<file path="config.mk">
export PLATFORM = sky130hd
export DESIGN_NAME = c8_alu
export DESIGN_NICKNAME = d
export VERILOG_FILES = /design/src/rtl/c8_pkg.sv /design/src/rtl/c8_alu.sv
export SDC_FILE = /design/constraint.sdc
export NUM_CORES = 1
export LEC_CHECK = 0
export BUFFER_PORTS_ARGS = -buffer_cell sky130_fd_sc_hd__buf_2
export CORE_UTILIZATION = 40
export DETAILED_ROUTE_END_ITERATION = 16
export PLACE_DENSITY = 0.65
export SYNTH_ARGS = -nofsm -noshare
export SYNTH_HDL_FRONTEND = slang
export SYNTH_SLANG_ARGS = --single-unit
</file>
<file path="constraint.sdc">
create_clock -name vclk -period 2.8
set_input_delay 0.42 -clock vclk [all_inputs]
set_output_delay 0.42 -clock vclk [all_outputs]
set_load 0.05 [all_outputs]
</file>
<file path="src/rtl/c8_pkg.sv">
// Shared types, constants and the font table for the CHIP-8 step unit.
`timescale 1ns / 1ps
package c8_pkg;

    localparam int SCREEN_WIDTH_DEF  = 64;
    localparam int SCREEN_HEIGHT_DEF = 32;
    localparam int STACK_DEPTH_DEF   = 16;
    localparam int MEM_BYTES         = 4096;

    localparam logic [11:0] PROG_START = 12'h200;
    localparam logic [11:0] GLYPH_BASE = 12'h050;
    localparam logic [6:0]  GLYPH_LEN  = 7'd80;

    localparam logic [1:0] FUNC_WRITE = 2'd0;
    localparam logic [1:0] FUNC_STEP  = 2'd1;
    localparam logic [1:0] FUNC_ROW   = 2'd2;

    typedef struct packed {
        logic [1:0]  func;
        logic [11:0] mem_addr;
        logic [7:0]  mem_data;
        logic [15:0] keys;
        logic [7:0]  rnd_byte;
        logic [4:0]  row_sel;
    } t_req;

    typedef struct packed {
        logic [11:0] pc_now;
        logic [15:0] last_opcode;
        logic        bad_opcode;
        logic        key_wait;
        logic        beep;
        logic [63:0] row_pixels;
    } t_rsp;

    typedef enum logic [4:0] {
        ST_INIT, ST_IDLE, ST_WRITE, ST_ROWRD, ST_ROWOUT,
        ST_FETCH_HI, ST_FETCH_LO, ST_FETCH_W, ST_EXEC,
        ST_STK_RD, ST_STK_W,
        ST_DRAW_RD, ST_DRAW_W, ST_DRAW_ROW, ST_DRAW_WR,
        ST_CLS, ST_BCD_DIV, ST_BCD_WR,
        ST_BLK_ST, ST_BLK_RD, ST_BLK_W, ST_BLK_LD,
        ST_DONE, ST_OUT
    } t_state;

    function automatic logic [7:0] glyph(input logic [6:0] a);
        logic [7:0] g;
        case (a)
            7'd0, 7'd4, 7'd10, 7'd12, 7'd14, 7'd15, 7'd17, 7'd19, 7'd22, 7'd25,
            7'd27, 7'd29, 7'd30, 7'd32, 7'd34, 7'd35, 7'd40, 7'd42, 7'd44,
            7'd45, 7'd47, 7'd49, 7'd50, 7'd52, 7'd60, 7'd64, 7'd70, 7'd72,
            7'd74, 7'd75, 7'd77: g = 8'hF0;
            7'd1, 7'd2, 7'd3, 7'd20, 7'd21, 7'd33, 7'd41, 7'd43, 7'd46, 7'd51,
            7'd53, 7'd54, 7'd56, 7'd58, 7'd66, 7'd67, 7'd68: g = 8'h90;
            7'd5, 7'd7, 7'd8, 7'd37: g = 8'h20;
            7'd6: g = 8'h60;
            7'd9: g = 8'h70;
            7'd11, 7'd16, 7'd18, 7'd23, 7'd24, 7'd28, 7'd36, 7'd48: g = 8'h10;
            7'd13, 7'd26, 7'd31, 7'd61, 7'd62, 7'd63, 7'd71, 7'd73, 7'd76,
            7'd78, 7'd79: g = 8'h80;
            7'd38, 7'd39: g = 8'h40;
            7'd55, 7'd57, 7'd59, 7'd65, 7'd69: g = 8'hE0;
            default: g = 8'h00;
        endcase
        return g;
    endfunction

endpackage

</file>
<file path="src/rtl/c8_alu.sv">
// Shared 8-bit ALU for register arithmetic, logic, shifts and compares.
`timescale 1ns / 1ps
module c8_alu (
    input  logic [3:0] i_op,
    input  logic [7:0] i_a,
    input  logic [7:0] i_b,
    output logic [7:0] o_res,
    output logic       o_flag
);
    import c8_pkg::*;

    logic [8:0] w_sum;

    always_comb begin
        w_sum  = 9'd0;
        o_res  = 8'd0;
        o_flag = 1'b0;
        case (i_op)
            4'h0: o_res = i_b;
            4'h1: o_res = i_a | i_b;
            4'h2: o_res = i_a & i_b;
            4'h3: o_res = i_a ^ i_b;
            4'h4: begin
                w_sum  = {1'b0, i_a} + {1'b0, i_b};
                o_res  = w_sum[7:0];
                o_flag = w_sum[8];
            end
            4'h5: begin
                o_res  = i_a - i_b;
                o_flag = (i_a >= i_b);
            end
            4'h6: begin
                o_res  = {1'b0, i_a[7:1]};
                o_flag = i_a[0];
            end
            4'h7: begin
                o_res  = i_b - i_a;
                o_flag = (i_b >= i_a);
            end
            4'hE: begin
                o_res  = {i_a[6:0], 1'b0};
                o_flag = i_a[7];
            end
            default: begin
                o_res  = 8'd0;
                o_flag = (i_a == i_b);
            end
        endcase
    end

endmodule

</file>
* Word-level counts from Yosys, hierarchy flattened
Index checks and enable logic that the tools add are counted.
Storage, ports and cells: flip-flop bits (word level) 0, input port bits 20, output and inout bits 9
Cells by class: add/sub/neg operators 3, magnitude comparators 2, equal/unequal tests 9, muxes and demuxes 2, bitwise gates (word level) 3, reductions and logical operators 2
Operator list (number):
- $pmux 8 s9 | 1
- $eq 4x3->1 const B | 4
- $ge 8x8->1 | 2
- $sub 8x8->8 | 2
- $add 8x8->9 | 1
- $and 8x8->8 | 1
- $eq 4x2->1 const B | 2
- $eq 8x8->1 | 1
- $or 8x8->8 | 1
- $xor 8x8->8 | 1
- $pmux 1 s6 | 1
- $eq 4x1->1 const B | 1
- $eq 4x4->1 const B | 1
- $logic_not 4->1 | 1
- $reduce_or 4->1 | 1

* Logic depth before layout (Yosys ltp)
depth in word-level cells 3, mapped depth 9, gate-level depth less buffers 9

* Worst setup path after synthesis
Ideal clock, no wire load.
path type input to output, start input port i_a[0], end output port o_res[2], arrival 3137 ps, path slack -757 ps, stages on the path 7, cell sequence inv_1 -> ha_1 -> inv_1 -> fa_1 -> o21ai_0 -> a22oi_1 -> o311ai_0
Between the ends: word-level cells in the longest chain between the ends 2, elaborated cells between the ends (all ways) 4, classes of those cells 3 x add/sub; 1 x mux
RTL lines:
- start: declaration | RTL line c8_alu.sv:5 | input logic [7:0] i_a,
- $sub 8x8->8, or another cell as far along | RTL line c8_alu.sv:37 | o_res = i_b - i_a;
- $pmux 8 s9 (*) | RTL line c8_alu.sv:18 | case (i_op)
- end: declaration | RTL line c8_alu.sv:7 | output logic [7:0] o_res,
Every way passes the cells marked *; elsewhere a longest branch is shown, timed or not.

* Worst setup path in the final report
start input port i_a[0], end output port o_flag
Between the ends: word-level cells in the longest chain between the ends 2, elaborated cells between the ends (all ways) 5, classes of those cells 1 x add/sub; 2 x order compare; 1 x eq/ne; 1 x mux
RTL lines:
- $add 8x8->9, or another cell as far along | RTL line c8_alu.sv:24 | w_sum = {1'b0, i_a} + {1'b0, i_b};
- $pmux 1 s6 (*) | RTL line c8_alu.sv:18
- end: declaration | RTL line c8_alu.sv:8 | output logic o_flag
Marked as above.

==> metrics <==
nets between 300 and 400; ranking of synthesized cells by area ha_1 (21%), inv_1 (5.5%), mux2i_1 (4.7%); worst path arrival time ~2400 ps; DRC viols 1; CP cell instances buf_6 -> inv_4 -> ha_4 -> inv_2 -> fa_2 -> nor3b_4 -> or3_4 -> o211ai_1 -> nand4_1 -> o31a_1 -> buf_6; fin crit period 2780 ps; M2 GR Usage 0.423; dpl hpwl around 5 mm; Slew Limit Fails 0; Starting Density 0.430; f_max approximately 360 MHz; Syn Nets a little over 300; Routed WL per cell 17.0 um; final critical-path share of the clock period 0.992; Final TNS setup 0 ps; DRT antenna net count 0; Initial DRC Count 218; Syn Area/Cell ~7.5 um2; hold buffer count at cts 0; Switch Pwr 0.300 mW; pre-CTS setup slack -148 ps; GRT overflow 0; Die Y around 71 um; yosys warns 0; Synth Cell Area 1920 um2; fin worst setup slack ~22 ps; row count 24; run status finished with violations; CP max-delay cell or3_4; Die Wd roughly 70 um; first-pass GRT wire length between 10 and 15 mm; crit path launch type input port; gr busiest metal met2; RSZ-0062 raised after global routing true; share of the synthesized area in the top cell type 0.208; Placed Cells incl. Taps 370; Crit path max-delay family simple AND/OR/NAND/NOR gates; Post-Route Utilization 0.578; Crit Path Category input port to primary output; crit end category primary output; max-cap violations 0; Die Area just over 5000 um2; CP max stage delay 370 ps; number of placed I/O pins 29; Final GP Congestion 1.04; ant diodes 0; VDD IR-drop max between 0.00009 and 0.0001 V; failing checks design-rule violations; Seq pwr share 0; vias per inst 6.12; share of layout cells above drive strength 1 0.369; register area 0 um2; Worst slew margin 0.634; CLK BUF 0; seq_cells 0; PD cells between 200 and 250 nW/um2; vias 2278; vias in the first global route 2193; worst hold slack 1390 ps; CP Buf/Inv Count 4; Pint about 0.22 mW; Worst-Margin Slew around 550 ps; overall global routing resource usage 0.253; library cells used by synthesis 66; largest net degree at the start of global routing 22; Post-Route WL 6.33 mm; Core ar. around 4500 um2; Clock power frac 0; Switching Fraction 0.572; dominant cell type by area after synthesis ha_1; number of port buffers 29; Static Leakage approximately 1.2 nW; final hold violation count 0; part of the power in combinational logic 1.000; met3 Track Usage GR 0.0155; P&R area growth vs syn 34.4%; CP most frequent cell buf_6; Worst Hold Class input port to primary output; worst-path maximum fanout 4; CP required ~2400 ps; sequential element share of the synthesized area 0; detailed-router iteration count before antenna repair 11; Setup-failing EPs final 0; initial antenna violation count 0; grt met1 use 0.355; final std cells w/o fill 372; Mapped Cells between 200 and 300
[layer usage]
| metal | wire length (um) | vias up |
|---|---|---|
| met1 | 2840 | 1057 |
| met5 | 0 | - |
| met2 | 2810 | 117 |
| met4 | 186 | 0 |
| met3 | 492 | 17 |
| li1 | - | 1087 |
[cell families (layout without fill, tap and decap cells)]
logic type,Yosys count,after routing,synth area share
buf+inv,44,109,0.122
fa+ha+maj,35,35,0.239
compound gates,83,83,0.324
mux,12,12,0.0820
xor+xnor,2,2,0.00911
simple gates,79,79,0.223
[repair_timing]
| action | 4_1_cts | 5_1_grt |
|---|---|---|
| setup endpoints to repair | 5 | 6 |
| gates resized for setup | 19 | 23 |
| pin swaps | 5 | 13 |
| buffers inserted | 1 | 1 |
| gates cloned | 0 | 0 |
| hold endpoints to repair | 0 | 0 |
[placed cells by master, fill, tap and decap left out, drive strengths merged, types with 3 or more instances in the layout]
cell / count
o31a: 4
nor4: 3
o221ai: 3
fa: 3
a22o: 3
a211o: 3
mux2i: 9
buf: 79
ha: 32
mux4: 3
nor2b: 8
a21oi: 7
a211oi: 5
nand3: 7
o211ai: 5
o31ai: 3
nand3b: 3
a21o: 5
nor2: 11
o21ai: 15
and3: 3
a22oi: 5
inv: 29
nor3: 11
nand2: 20
a221oi: 3
[through the flow]
| step | power (mW) | cell area (um2) |
|---|---|---|
| after CTS | 0.492 | 2500 |
| after global placement | 0.468 | 2410 |
| after detailed placement | 0.467 | 2410 |
| after global routing | 0.560 | 2580 |
| final | 0.525 | 2580 |
| after floorplan | 0.321 | 1960 |
[power groups by stage]
| stage | combinational [mW] | sequential, mW | clock [mW] |
|---|---|---|---|
| global route | 0.560 | 0 | 0 |
| global placement | 0.468 | 0 | 0 |
| detailed placement | 0.467 | 0 | 0 |
| finish | 0.525 | 0 | 0 |
| CTS | 0.492 | 0 | 0 |
| floorplan | 0.321 | 0 | 0 |
[Yosys cell counts (3+ instances only)]
| master | number |
|---|---|
| nand3_1 | 7 |
| nand2_1 | 20 |
| fa_1 | 3 |
| o221ai_1 | 3 |
| a21o_1 | 4 |
| mux4_2 | 3 |
| buf_2 | 5 |
| nand3b_1 | 3 |
| buf_6 | 8 |
| a211oi_1 | 5 |
| o211ai_1 | 5 |
| a221oi_1 | 3 |
| o31ai_1 | 3 |
| nor2_1 | 11 |
| mux2i_1 | 9 |
| a22oi_1 | 5 |
| a21oi_1 | 7 |
| o21ai_0 | 13 |
| ha_1 | 32 |
| nor4_1 | 3 |
| a211o_1 | 3 |
| nor2b_1 | 8 |
| nor3_1 | 9 |
| o31a_1 | 4 |
| inv_1 | 28 |
[area by class of cell]
class | count | area [um2]
fill | 398 | 1890
inverter | 29 | 111
multi-input combinational | 211 | 1840
tap | 52 | 65.1
timing repair buffer | 80 | 569
[path summary, 6_finish.rpt]
kind | startpoint | end | slack [ps] | cells past startpoint
worst max-delay path | i_a[0] | o_flag | 20 | 11
worst min-delay path | i_a[4] | o_res[5] | 1390 | 5
(Power assumes the default switching activity.)
